--- src/sv/swd_pkg.sv ---
// Shared types and constants for the SWD master transfer engine.
// No dependencies; imported by swd_master_transfer_engine.
package swd_pkg;

  localparam int unsigned InDataW  = 40;
  localparam int unsigned InUserW  = 2;
  localparam int unsigned OutDataW = 40;
  localparam int unsigned CfgW     = 8;

  localparam logic [7:0]  LresetDefault = 8'd60;
  localparam logic [7:0]  LresetMin     = 8'd50;
  localparam logic [15:0] SwitchSeq     = 16'hE79E;

  localparam logic [2:0] AckOk   = 3'b001;
  localparam logic [2:0] AckWait = 3'b010;

  localparam logic [1:0] ModeTick     = 2'd0;
  localparam logic [1:0] ModeTransfer = 2'd1;
  localparam logic [1:0] ModeSwitch   = 2'd2;

  localparam logic [1:0] StatOk     = 2'd0;
  localparam logic [1:0] StatWait   = 2'd1;
  localparam logic [1:0] StatFault  = 2'd2;
  localparam logic [1:0] StatParity = 2'd3;

  typedef enum logic [3:0] {
    PhIdle    = 4'd0,
    PhReq     = 4'd1,
    PhTurnR   = 4'd2,
    PhAck     = 4'd3,
    PhRdata   = 4'd4,
    PhTurnW   = 4'd5,
    PhWdata   = 4'd6,
    PhTurnEnd = 4'd7,
    PhIdleEnd = 4'd8,
    PhLreset1 = 4'd9,
    PhSeq16   = 4'd10,
    PhLreset2 = 4'd11,
    PhIdle2   = 4'd12
  } phase_e;

endpackage

--- src/sv/swd_master_transfer_engine.sv ---
// SWD master transfer engine: one input word per SWCLK bit period.
// Depends on swd_pkg for phase codes and protocol constants.
// A result word is valid in the cycle after its input word is accepted.
// One word per cycle while the output is not stalled; a single result register sits between the
// state logic and the output, and input is taken whenever it is empty or drained.
// Reset: asynchronous, active low; phase returns to idle, line reset length to 60.
module swd_master_transfer_engine (
  input  logic                          clk_i,
  input  logic                          rst_ni,
  input  logic                          cfg_wr_en_i,
  input  logic [swd_pkg::CfgW-1:0]      cfg_wr_data_i,
  input  logic                          s_axis_tvalid_i,
  output logic                          s_axis_tready_o,
  // [0] use_ap, [1] read_not_write, [3:2] reg_addr, [35:4] write_data, [36] swdio_in
  input  logic [swd_pkg::InDataW-1:0]   s_axis_tdata_i,
  // [1:0] mode
  input  logic [swd_pkg::InUserW-1:0]   s_axis_tuser_i,
  output logic                          m_axis_tvalid_o,
  input  logic                          m_axis_tready_i,
  // [0] swdio_out, [1] swdio_drive, [2] busy_res, [3] done_res, [5:4] status,
  // [37:6] read_data
  output logic [swd_pkg::OutDataW-1:0]  m_axis_tdata_o
);
  import swd_pkg::*;

  logic [7:0]  lreset_q;
  phase_e      phase_q, phase_d, ph_s;
  logic [7:0]  bc_q, bc_d, bc_s;
  logic [31:0] sw_q, sw_d, sw_s;
  logic        par_q, par_d, par_s;
  logic [3:0]  rl_q, rl_d, rl_s;
  logic [2:0]  ack_q, ack_d, ack_s;
  logic [1:0]  rs_q, rs_d, rs_s;

  logic        out_vld_q;
  logic [37:0] out_q, out_d;

  logic [1:0]  mode;
  logic        din;
  logic        accept;
  logic [7:0]  lreset_len;
  logic [2:0]  ack_new;
  logic [1:0]  req_idx;

  assign mode       = s_axis_tuser_i[1:0];
  assign din        = s_axis_tdata_i[36];
  assign lreset_len = (lreset_q < LresetMin) ? LresetMin : lreset_q;
  assign ack_new    = ack_s | (din ? (3'b001 << bc_s[1:0]) : 3'b000);
  assign req_idx    = bc_s[1:0] - 2'd1;

  assign s_axis_tready_o = !out_vld_q || m_axis_tready_i;
  assign accept          = s_axis_tvalid_i && s_axis_tready_o;
  assign m_axis_tvalid_o = out_vld_q;
  assign m_axis_tdata_o  = {2'b00, out_q};

  // start handling: state as seen by this cycle's bit
  always_comb begin
    ph_s  = phase_q;
    bc_s  = bc_q;
    sw_s  = sw_q;
    par_s = par_q;
    rl_s  = rl_q;
    ack_s = ack_q;
    rs_s  = rs_q;
    if (phase_q == PhIdle) begin
      if (mode == ModeTransfer) begin
        rl_s  = s_axis_tdata_i[3:0];
        sw_s  = s_axis_tdata_i[35:4];
        ack_s = 3'b000;
        par_s = 1'b0;
        rs_s  = StatOk;
        bc_s  = 8'd0;
        ph_s  = PhReq;
      end else if (mode == ModeSwitch) begin
        bc_s = 8'd0;
        rs_s = StatOk;
        ph_s = PhLreset1;
      end
    end
  end

  // next state
  always_comb begin
    phase_d = ph_s;
    bc_d    = bc_s;
    sw_d    = sw_s;
    par_d   = par_s;
    rl_d    = rl_s;
    ack_d   = ack_s;
    rs_d    = rs_s;
    case (ph_s)
      PhReq: begin
        if (bc_s >= 8'd7) begin
          phase_d = PhTurnR;
          bc_d    = 8'd0;
        end else begin
          bc_d = bc_s + 8'd1;
        end
      end
      PhTurnR: begin
        phase_d = PhAck;
        bc_d    = 8'd0;
      end
      PhAck: begin
        ack_d = ack_new;
        if (bc_s >= 8'd2) begin
          bc_d  = 8'd0;
          par_d = 1'b0;
          if (ack_new == AckOk) begin
            if (rl_s[1]) begin
              sw_d    = '0;
              phase_d = PhRdata;
            end else begin
              phase_d = PhTurnW;
            end
          end else begin
            rs_d    = (ack_new == AckWait) ? StatWait : StatFault;
            phase_d = PhTurnEnd;
          end
        end else begin
          bc_d = bc_s + 8'd1;
        end
      end
      PhRdata: begin
        if (bc_s < 8'd32) begin
          sw_d[bc_s[4:0]] = sw_s[bc_s[4:0]] | din;
          par_d           = par_s ^ din;
          bc_d            = bc_s + 8'd1;
        end else begin
          rs_d    = (par_s != din) ? StatParity : StatOk;
          phase_d = PhTurnEnd;
          bc_d    = 8'd0;
        end
      end
      PhTurnW: begin
        phase_d = PhWdata;
        bc_d    = 8'd0;
        par_d   = 1'b0;
      end
      PhWdata: begin
        if (bc_s < 8'd32) begin
          par_d = par_s ^ sw_s[bc_s[4:0]];
          bc_d  = bc_s + 8'd1;
        end else begin
          rs_d    = StatOk;
          phase_d = PhIdleEnd;
          bc_d    = 8'd0;
        end
      end
      PhTurnEnd: begin
        phase_d = PhIdleEnd;
      end
      PhIdleEnd: begin
        phase_d = PhIdle;
        bc_d    = 8'd0;
      end
      PhLreset1, PhLreset2: begin
        if (({1'b0, bc_s} + 9'd1) >= {1'b0, lreset_len}) begin
          phase_d = (ph_s == PhLreset1) ? PhSeq16 : PhIdle2;
          bc_d    = 8'd0;
        end else begin
          bc_d = bc_s + 8'd1;
        end
      end
      PhSeq16: begin
        if (bc_s >= 8'd15) begin
          phase_d = PhLreset2;
          bc_d    = 8'd0;
        end else begin
          bc_d = bc_s + 8'd1;
        end
      end
      PhIdle2: begin
        if (bc_s >= 8'd1) begin
          phase_d = PhIdle;
          bc_d    = 8'd0;
        end else begin
          bc_d = bc_s + 8'd1;
        end
      end
      default: begin
        phase_d = PhIdle;
        bc_d    = 8'd0;
      end
    endcase
  end

  // result word
  always_comb begin
    logic        o_val, o_drv, o_busy, o_done;
    logic [1:0]  o_stat;
    logic [31:0] o_data;
    o_val  = 1'b0;
    o_drv  = 1'b1;
    o_busy = 1'b1;
    o_done = 1'b0;
    o_stat = StatOk;
    o_data = '0;
    case (ph_s)
      PhReq: begin
        if (bc_s == 8'd0 || bc_s == 8'd7) begin
          o_val = 1'b1;
        end else if (bc_s == 8'd6) begin
          o_val = 1'b0;
        end else if (bc_s == 8'd5) begin
          o_val = ^rl_s;
        end else begin
          o_val = rl_s[req_idx];
        end
      end
      PhTurnR, PhAck, PhRdata, PhTurnW, PhTurnEnd: begin
        o_drv = 1'b0;
      end
      PhWdata: begin
        o_val = (bc_s < 8'd32) ? sw_s[bc_s[4:0]] : par_s;
      end
      PhIdleEnd: begin
        o_done = 1'b1;
        o_stat = rs_s;
        if (rs_s == StatOk && rl_s[1]) begin
          o_data = sw_s;
        end
      end
      PhLreset1, PhLreset2: begin
        o_val = 1'b1;
      end
      PhSeq16: begin
        o_val = SwitchSeq[bc_s[3:0]];
      end
      PhIdle2: begin
        o_done = (bc_s >= 8'd1);
      end
      default: begin
        o_busy = 1'b0;
      end
    endcase
    out_d = {o_data, o_stat, o_done, o_busy, o_drv, o_val};
  end

  always_ff @(posedge clk_i or negedge rst_ni) begin
    if (!rst_ni) begin
      lreset_q <= LresetDefault;
    end else if (cfg_wr_en_i) begin
      lreset_q <= cfg_wr_data_i;
    end
  end

  always_ff @(posedge clk_i or negedge rst_ni) begin
    if (!rst_ni) begin
      phase_q   <= PhIdle;
      bc_q      <= '0;
      sw_q      <= '0;
      par_q     <= 1'b0;
      rl_q      <= '0;
      ack_q     <= '0;
      rs_q      <= StatOk;
      out_vld_q <= 1'b0;
    end else if (accept) begin
      phase_q   <= phase_d;
      bc_q      <= bc_d;
      sw_q      <= sw_d;
      par_q     <= par_d;
      rl_q      <= rl_d;
      ack_q     <= ack_d;
      rs_q      <= rs_d;
      out_vld_q <= 1'b1;
    end else if (m_axis_tready_i) begin
      out_vld_q <= 1'b0;
    end
  end

  always_ff @(posedge clk_i) begin
    if (accept) begin
      out_q <= out_d;
    end
  end

endmodule

--- config.mk ---
export PLATFORM = sky130hd
export DESIGN_NAME = swd_master_transfer_engine
export DESIGN_NICKNAME = d
export VERILOG_FILES = /design/src/sv/swd_pkg.sv /design/src/sv/swd_master_transfer_engine.sv
export SDC_FILE = /design/constraint.sdc
export NUM_CORES = 1
export LEC_CHECK = 0
export ABC_AREA = 1
export BUFFER_PORTS_ARGS = -buffer_cell sky130_fd_sc_hd__buf_4
export CAP_MARGIN = 15
export CORE_MARGIN = 1.5
export CORE_UTILIZATION = 63
export CTS_CLUSTER_SIZE = 28
export DETAILED_ROUTE_END_ITERATION = 8
export GPL_TIMING_DRIVEN = 0
export PLACE_DENSITY_LB_ADDON = 0.12
export SLEW_MARGIN = 5
export SYNTH_ARGS = -nofsm -noshare
export SYNTH_HDL_FRONTEND = slang
export SYNTH_SLANG_ARGS = --single-unit
--- constraint.sdc ---
create_clock -name clk_i -period 10.4 [get_ports clk_i]
set_clock_uncertainty 0.1 [all_clocks]
set_input_delay 0 -clock clk_i [delete_from_list [all_inputs] [get_ports clk_i]]
set_output_delay 0 -clock clk_i [all_outputs]
set_load 0.01 [all_outputs]
### Yosys cells after proc, flatten, opt, wreduce, memory -nomap -nowiden

Memory sizes are Yosys's and may differ from the RTL's.
Cells that the tools add are included.

| word-level totals | value |
|---|---|
| bits in registers | 101 |
| bits in read-only memories | 16 |
| word-level logic and storage cells | 140 |
| memories kept | 1 |

Memories:

| memory | depth | bits a word | rd ports | clocked after Yosys merged registers in | wr ports | line | RTL |
|---|---|---|---|---|---|---|---|
| (name not given) | 16 | 1 | 1 | 0 | 0 | swd_master_transfer_engine.sv:228 | `o_val = SwitchSeq[bc_s[3:0]];` |

| cells by class | value |
|---|---|
| add/sub/neg operators | 3 |
| magnitude comparators | 11 |
| equality and inequality tests | 20 |
| shifts and indexed selects | 1 |
| mux-type cells | 72 |
| bitwise gates (word level) | 4 |
| reductions and logical operators | 16 |

Operators by type and width:

| operator | number |
|---|---|
| two-way mux 32 bit | 6 |
| two-way mux 8 bit | 10 |
| one-hot mux 32 bit (2 select lines) | 1 |
| one-hot mux 8 bit (7 select lines) | 1 |
| two-way mux 4 bit | 13 |
| one-hot mux 4 bit (10 select lines) | 1 |
| bitwise mux 32 bit | 1 |
| == test 8 x 3 -> 1 bit, second input constant | 3 |
| == test 4 bit, second input constant | 5 |
| two-way mux 1 bit | 18 |
| two-way mux 2 bit | 9 |
| == test 4 x 3 -> 1 bit, second input constant | 4 |
| < comparator 8 x 6 -> 1 bit, second input constant | 2 |
| two-way mux 3 bit | 5 |
| OR reduction 12 bit | 1 |
| adder 8 x 1 -> 9 bit, second input constant | 1 |
| >= comparator 9 x 8 -> 1 bit | 1 |
| adder 8 x 1 -> 8 bit, second input constant | 1 |
| == test 4 x 2 -> 1 bit, second input constant | 2 |
| >= comparator 8 x 1 -> 1 bit, second input constant | 1 |
| >= comparator 8 x 2 -> 1 bit, second input constant | 1 |
| >= comparator 8 x 3 -> 1 bit, second input constant | 1 |
| >= comparator 8 x 4 -> 1 bit, second input constant | 1 |
| zero test 8 bit | 1 |
| other kinds (31) | 37 |

### Depth between registers and ports, before layout

Gate-level depths: netlist of the first run.

| logic depth | value |
|---|---|
| depth in word-level cells | 12 |
| mapped depth | 26 |
| gate-level depth less buffers | 25 |

### Worst setup path after synthesis of the first run

OpenSTA, ideal clock, no wires.

| timing | value |
|---|---|
| path type | reg-to-reg |
| start point | reg phase_q[0] |
| end point | reg bc_q[3] |
| setup time | 0.070 ns |
| arrival | 3.251 ns |
| required time | 10.230 ns |
| path slack | 6.979 ns |
| stages on the path, launching flop included | 27 |
| clock period less this slack | 3.421 ns |
| cell sequence | dfrtp_1 nor2_4 nand2_4 a21oi_4 nor2_4 buf_2 ha_1 nand2_1 nor2_1 inv_1 nand2_1 o21ai_0 inv_1 ha_1 a21oi_1 o211ai_1 nand3_1 nand2_1 a21oi_1 nand2_1 nor2_1 inv_1 nand2_2 nand2_1 o21ai_1 nand2_1 nand2_1 |

| on the way | value |
|---|---|
| word-level cells in the longest chain between the ends | 6 |
| elaborated cells on any way between the ends | 31 |
| classes of those cells | add/sub: 2; order compare: 6; eq/ne: 9; mux: 11; reduce/logical: 3 |

RTL lines:

| item | line | RTL |
|---|---|---|
| from (decl) | swd_master_transfer_engine.sv:27 | `phase_e phase_q, phase_d, ph_s;` |
| from (signal assigned) | swd_master_transfer_engine.sv:250 | `phase_q <= PhIdle;` |
| from (signal assigned) | swd_master_transfer_engine.sv:259 | `phase_q <= phase_d;` |
| zero test 4 bit / two-way mux 4 bit (equally long branches) | swd_master_transfer_engine.sv:65, swd_master_transfer_engine.sv:74 |  |
| two-way mux 8 bit / two-way mux 4 bit (equally long branches) | swd_master_transfer_engine.sv:65, swd_master_transfer_engine.sv:66 |  |
| adder 8 x 1 -> 9 bit / two-way mux 4 bit (equally long branches) | swd_master_transfer_engine.sv:158, swd_master_transfer_engine.sv:65 |  |
| >= comparator 9 x 8 -> 1 bit, or another cell as far along | swd_master_transfer_engine.sv:158 | `if (({1'b0, bc_s} + 9'd1) >= {1'b0, lreset_len}) begin` |
| two-way mux 8 bit, or another cell as far along | swd_master_transfer_engine.sv:158 |  |
| one-hot mux 8 bit (7 select lines) * | swd_master_transfer_engine.sv:91 | `case (ph_s)` |
| to (signal assigned) | swd_master_transfer_engine.sv:251 | `bc_q <= '0;` |
| to (signal assigned) | swd_master_transfer_engine.sv:260 | `bc_q <= bc_d;` |
| to (decl) | swd_master_transfer_engine.sv:28 | `logic [7:0] bc_q, bc_d, bc_s;` |

Every way passes the cells marked *; elsewhere a longest branch is shown, timed or not.
A chain may end at the register's enable or synchronous reset.

### Worst setup path after layout of the first run

| timing | value |
|---|---|
| start point | reg phase_q[0] |
| end point | reg bc_q[7] |

The elaborated chain is that of the path after synthesis.

==> flow_summary.json, run 1 <==
{
  "hp-start": "s_axis_tdata_i[23]",
  "arrival_ns": 4.52,
  "critPathCapture": "bc_q[7]$_DFFE_PN0P_",
  "ir_drop_uv": 148,
  "synth.distinct_cells": 45,
  "ctsResizeCount": 0,
  "grt_max_degree": 64,
  "synth_flop_cell": "dfrtp_1",
  "layout-drive-gt1-share_pct": 16.5,
  "seq_area_frac_synth_pct": 39.6,
  "path_class": "flip-flop to flip-flop",
  "relSlewSlack_pct": 43.6,
  "route.met2.wl_um": 10400,
  "cts_tree": "yes",
  "routed_wl_um": 22200,
  "worstPathRequired_ns": 10.62,
  "setup_tns_ns": 0,
  "remaining_drc_errors": 0,
  "start_kind": "flip-flop",
  "cap_violations": 0,
  "synth_cells": 975,
  "syn_avg_cell_area_um2": 7.06,
  "clk_latency_ns": 0.38,
  "hold_ws_ns": 0.00491,
  "gp_congestion": 1.00,
  "synthTopCellsByCount": "nand2_1, nor2_1, a21oi_1",
  "synth_area_leader_cell": "dfrtp_1",
  "hold_path_class": "input port to flip-flop",
  "r2r-start": "phase_q[0]$_DFFE_PN0P_",
  "yosysWarnings": 0,
  "reg2reg_to": "bc_q[7]$_DFFE_PN0P_",
  "wl_met3_um": 2460,
  "grt_first_pass_wirelength_um": 35200,
  "postCtsSetupBuffers": 0,
  "ant_nets": 0,
  "die_area_um2": 11600,
  "grt_overflow": 0,
  "via_per_inst": 5.93,
  "drv_slew": 0,
  "reg2reg_depth": 26,
  "status": "completed",
  "cts.clk_slew.worst_paths_ns": 0.11,
  "endpoint_kind": "flip-flop",
  "startpoint": "phase_q[0]$_DFFE_PN0P_",
  "rrSetupSlack_ns": 6.10,
  "num-nets-final": 1176,
  "hold_violations": 0,
  "p_leak_nw": 3.89,
  "syn_area_um2": 6880,
  "first_pass_iters": 7,
  "yosysMostFrequentCell": "nand2_1",
  "core_area_um2": 10500,
  "vias": 7416,
  "ys_seq_elements": 101,
  "worstPathMaxFanout": 12,
  "wl_per_cell_um": 17.8,
  "antenna_found_initial": 1,
  "synthTopCellsByArea": "dfrtp_1, edfxtp_1, nand2_1",
  "worst_slew_pin_slew_ns": 0.846,
  "drt_iter0_markers": 776,
  "die_x_um": 108,
  "multi_input_area_um2": 3560,
  "min_period_over_period_pct": 41.4,
  "num_rows": 37,
  "num_io_pins": 97,
  "wl_met1_um": 8430,
  "finalSetupViolCount": 0,
  "fmax_mhz": 232,
  "portBuffers": 91,
  "cts.sinks": 101,
  "grt_use_total_pct": 39.8,
  "p_per_area_nw_per_um2": 229,
  "period_needed_ns": 4.30,
  "seq_area_um2": 2720,
  "die_height_um": 108,
  "clk_path_buf_depth": 2,
  "diodes": 0,
  "grt_pass1_vias": 7228,
  "initial_utilization_pct": 65.8,
  "ys_async_sr_fraction_pct": 62.4,
  "cts_root_buf": "clkbuf_8",
  "fillerInstances": 764,
  "yosysTopAreaCellShare_pct": 21.5,
  "dr.max_layer_used": "met4",
  "synth_edf_count": 38,
  "cts_made_buffers": 9,
  "dp_hpwl_um": 15300,
  "htree_levels": 3,
  "rsz0062_at_grt": "no",
  "syn2layout_area_growth_pct": 20.0
}
==> layout make-up <==
class,instances,share of cell area [%]
clock inverter,5,0.530
buffer,38,2.70
inverter,100,4.61
sequential,101,33.0
clock buffer,11,1.83
multi-input combinational,737,43.1
timing repair buffer,122,12.2
tap,136,2.06
==> worst min-delay path by stage <==
stage | end | depth (start not counted)
CTS | sw_q[19]$_DFFE_PN0P_ | 5
global placement | m_axis_tvalid_o$_DFFE_PN0P_ | 1
floorplan | ack_q[0]$_DFFE_PN0P_ | 0
detailed placement | m_axis_tvalid_o$_DFFE_PN0P_ | 1
finish | sw_q[19]$_DFFE_PN0P_ | 5
global route | sw_q[19]$_DFFE_PN0P_ | 5
==> critical path: stages, from the launching register on <==
cell	delay, ns
dfrtp_1	0.45
nor2_4	0.22
nand2_4	0.13
a21oi_4	0.31
nor2_4	0.12
buf_2	0.24
ha_1	0.28
nand2_1	0.14
nor2_1	0.11
inv_1	0.10
nand2_1	0.05
o21ai_0	0.07
inv_1	0.10
ha_1	0.35
a21oi_1	0.16
o211ai_1	0.12
nand3_1	0.09
nand2_1	0.05
a21oi_1	0.15
nand2_1	0.16
nor2_1	0.17
inv_1	0.10
nand2_2	0.17
nand2_1	0.07
o21ai_1	0.10
nand2_1	0.07
nand2_1	0.08
==> layout by cell type, fill, tap and decap left out, types with 3 or more instances in the layout <==
cell	n
clkbuf_1	15
buf_2	6
nor2_2	5
buf_4	100
a21oi_1	99
ha_1	12
nor2_1	156
edfxtp_1	38
nor3_1	7
nand2_4	5
o32ai_1	3
mux2_2	5
inv_1	92
nand2_2	6
o21ai_1	11
nor2_4	7
dfrtp_1	59
nand3_1	60
inv_2	6
o21ai_0	29
xor2_1	5
dfstp_2	4
nand4_1	6
o211ai_1	18
nand2_1	274
clkbuf_8	11
dlygate4sd3_1	30
buf_6	5
o21ai_2	8
==> logic make-up after synthesis <==
logic type / count (synthesis) / share of synthesized area, %
and+or+nand+nor: 532 / 32.8
other: 1 / 0.0545
buffers and inverters: 138 / 8.74
adders and majority gates: 12 / 2.18
AOI/OAI and AO/OA: 179 / 14.9
muxes: 5 / 0.818
xor gates and xnor gates: 7 / 0.891
DFF: 101 / 39.6
==> power breakdown <==
| group | switching, mW | internal [mW] | total (mW) | leakage (nW) |
|---|---|---|---|---|
| Sequential | 0.0656 | 0.525 | 0.591 | 1.11 |
| Combinational | 0.702 | 0.343 | 1.05 | 2.68 |
| Clock | 0.154 | 0.103 | 0.257 | 0.0937 |
| Total | 0.922 | 0.971 | 1.89 | 3.89 |
==> through the flow <==
step                util (%)  instance area, um2  total power [mW]  setup WS, ns  instances
floorplan                  -                6890              1.29          6.98        976
global placement        74.0                7740              1.55          6.25       1203
detailed placement      74.2                7760              1.58          6.25       1204
CTS                     78.9                8260              1.84          6.20       1250
global route            78.9                8260              2.00          5.78       1250
finish                  78.9                8260              1.89          6.10       1250
==> sequential cells by signal, summed over array words and instances, names as in the netlist <==
register         count
phase_q              4
bc_q                 8
rl_q                 4
rs_q                 2
par_q                1
lreset_q             8
out_q               38
sw_q                32
ack_q                3
m_axis_tvalid_o      1
==> what timing repair did <==
item	4_1_cts	5_1_grt
endpoints found under the setup margin	0	0
hold buffers	30	0
endpoints found under the hold margin	89	0
==> per-layer routing <==
metal / track usage [%] / vias to the layer above
li1: - / 3446
met5: 0 / -
met3: 7.93 / 79
met4: 20.4 / 0
met1: 50.9 / 3382
met2: 64.1 / 509
(Power assumes the default switching activity.)
==> run 2, diff against run 1 <==
--- a/config.mk
+++ b/config.mk
@@ -9,7 +9,7 @@
 export BUFFER_PORTS_ARGS = -buffer_cell sky130_fd_sc_hd__buf_4
 export CAP_MARGIN = 15
 export CORE_MARGIN = 1.5
-export CORE_UTILIZATION = 63
+export CORE_UTILIZATION = 59
 export CTS_CLUSTER_SIZE = 28
 export DETAILED_ROUTE_END_ITERATION = 8
 export GPL_TIMING_DRIVEN = 0
==> constraint.sdc (replaced) <==
create_clock -name clk_i -period 4.5 [get_ports clk_i]
set_clock_uncertainty 0.1 [all_clocks]
set_input_delay 0 -clock clk_i [delete_from_list [all_inputs] [get_ports clk_i]]
set_output_delay 0 -clock clk_i [all_outputs]
set_load 0.01 [all_outputs]
==> run 2 against run 1 <==
Via count decreased by 1.9%; cell count rose by 0.72%; clock power grew to 3.0 times the previous value; register-to-register slack got worse by 5.7 ns; worst setup slack worse by 5.7 ns; critical path depth is the same; largest cell class unchanged; highest routed layer unchanged.
==> flow_summary.json, run 2 (same netlist as run 1, synthesis figures left out) <==
{
  "setup_tns_ns": 0,
  "arrival_ns": 4.29,
  "vias": 7274,
  "portBuffers": 91,
  "remaining_drc_errors": 0,
  "period_needed_ns": 4.12,
  "wl_per_cell_um": 17.4,
  "core_area_um2": 11400,
  "drt_iter0_markers": 690,
  "relSlewSlack_pct": 43.8,
  "cts.sinks": 101,
  "cts_root_buf": "clkbuf_16",
  "hold_path_class": "input port to flip-flop",
  "final_core_util_pct": 73.3,
  "diodes": 0,
  "grt_first_pass_wirelength_um": 34900,
  "cts.clk_slew.worst_paths_ns": 0.07,
  "die_area_um2": 12300,
  "clk_path_buf_depth": 2,
  "worstPathMaxFanout": 12,
  "ant_nets": 0,
  "hold_violations": 0,
  "worst_slew_pin_slew_ns": 0.843,
  "via_per_inst": 5.78,
  "p_leak_nw": 3.94,
  "final_common_cell": "nand2_1",
  "largest_reg_flops": 38,
  "status": "completed",
  "layout-drive-gt1-share_pct": 16.8,
  "grt_pass1_vias": 6804,
  "fillerInstances": 932,
  "multi_input_area_um2": 3570,
  "clk_latency_ns": 0.36,
  "num_io_pins": 97,
  "finalSetupViolCount": 0,
  "p_per_area_nw_per_um2": 541,
  "reg2reg_depth": 26,
  "grt_use_total_pct": 35.9,
  "num-nets-final": 1178,
  "cts_made_buffers": 9,
  "drv_slew": 0,
  "gp_congestion": 0.965,
  "dp_hpwl_um": 15500,
  "start_kind": "flip-flop",
  "path_class": "flip-flop to flip-flop",
  "rsz0062_at_grt": "no",
  "grt_overflow": 0,
  "mostFrequentLayoutCells": "nand2_1, nor2_1, buf_4",
  "power_mw": 4.53,
  "endpoint_kind": "flip-flop",
  "ir_drop_uv": 337,
  "seq_area_um2": 2720,
  "fmax_mhz": 243,
  "die_x_um": 111,
  "grt_max_degree": 64,
  "die_height_um": 111,
  "top_register": "out_q",
  "cts_tree": "yes",
  "initial_utilization_pct": 60.3,
  "min_period_over_period_pct": 91.5,
  "htree_levels": 3,
  "rrSetupSlack_ns": 0.38,
  "routed_wl_um": 21900,
  "worstPathRequired_ns": 4.67,
  "whs_path_depth": 5,
  "top_regs": "out_q: 38 flops, sw_q: 32 flops",
  "num_rows": 39,
  "first_pass_iters": 5,
  "antenna_found_initial": 0,
  "cap_violations": 0,
  "syn2layout_area_growth_pct": 21.7
}
## run 2: cell count changes in the layout (fill, tap and decap cells not counted), sizes merged
cell | previous run | this run
buf | 114 | 115
clkinv | 2 | 3
clkinvlp | 2 | 0
clkbuf | 27 | 29
## run 2: layout make-up
type	instances	area share, %
timing repair buffer	124	12.2
buffer	38	2.69
sequential	101	32.5
clock buffer	12	3.06
inverter	100	4.54
tap	143	2.14
multi-input combinational	737	42.6
clock inverter	4	0.254
## run 2: per-stage QoR
stage          cell area [um2]  instances  hold slack (ns)  setup slack, ns
2_1_floorplan             6890        976           -0.396             1.08
3_5_place_dp              7770       1211           0.0551            0.325
3_3_place_gp              7750       1210           0.0456            0.278
5_1_grt                   8370       1259           0.0715           0.0256
4_1_cts                   8350       1257          0.00556            0.293
6_report                  8370       1259          0.00953            0.383
## run 2: worst paths after layout
kind                                         from                       to
min in group asynchronous                  rst_ni      rs_q[1]$_DFFE_PN0P_
setup / recovery           phase_q[3]$_DFFE_PN0P_      bc_q[5]$_DFFE_PN0P_
hold / removal                 s_axis_tdata_i[27]  out_q[29]$_SDFFCE_PN0P_
hold reg to reg               rl_q[1]$_DFFE_PN0P_      rl_q[1]$_DFFE_PN0P_
max in group asynchronous                  rst_ni      bc_q[0]$_DFFE_PN0P_
setup reg to reg           phase_q[3]$_DFFE_PN0P_      bc_q[5]$_DFFE_PN0P_
## run 2: metal layers
metal / part of all wire [%] / vias up / GRT usage, %
met2: 48 / 422 / 60.1
met3: 9.3 / 48 / 5.90
li1: - / 3455 / -
met5: 0 / - / 0
met4: 3.0 / 0 / 14.3
met1: 40 / 3349 / 46.6
## run 2: worst max-delay path, stage by stage (launching register included)
cell      delay (ns)
dfrtp_1         0.45
nor2_4          0.20
nand2_4         0.12
a21oi_4         0.27
nor2_4          0.11
clkbuf_4        0.23
ha_1            0.27
nand2_2         0.12
nor2_1          0.09
inv_1           0.11
nand2_1         0.06
o21ai_0         0.07
inv_1           0.10
ha_1            0.35
a21oi_1         0.17
o211ai_1        0.10
nand3_1         0.07
nand2_1         0.05
a21oi_1         0.17
nand2_2         0.13
nor2_2          0.13
inv_1           0.08
nand2_2         0.16
nand2_1         0.07
nand2_1         0.06
nand2_1         0.04
o21ai_1         0.11
## run 2: report_power, final
group | total, mW | switching, mW | internal, mW
registers | 1.38 | 0.158 | 1.22
clock network | 0.763 | 0.359 | 0.404
logic | 2.39 | 1.59 | 0.801
## run 2: timing repair
item                       CTS  global route
setup endpoints to repair    0             8
resized for setup            0             5
hold buffers                30             0
hold endpoints to repair    89             0
buffers inserted             0             2
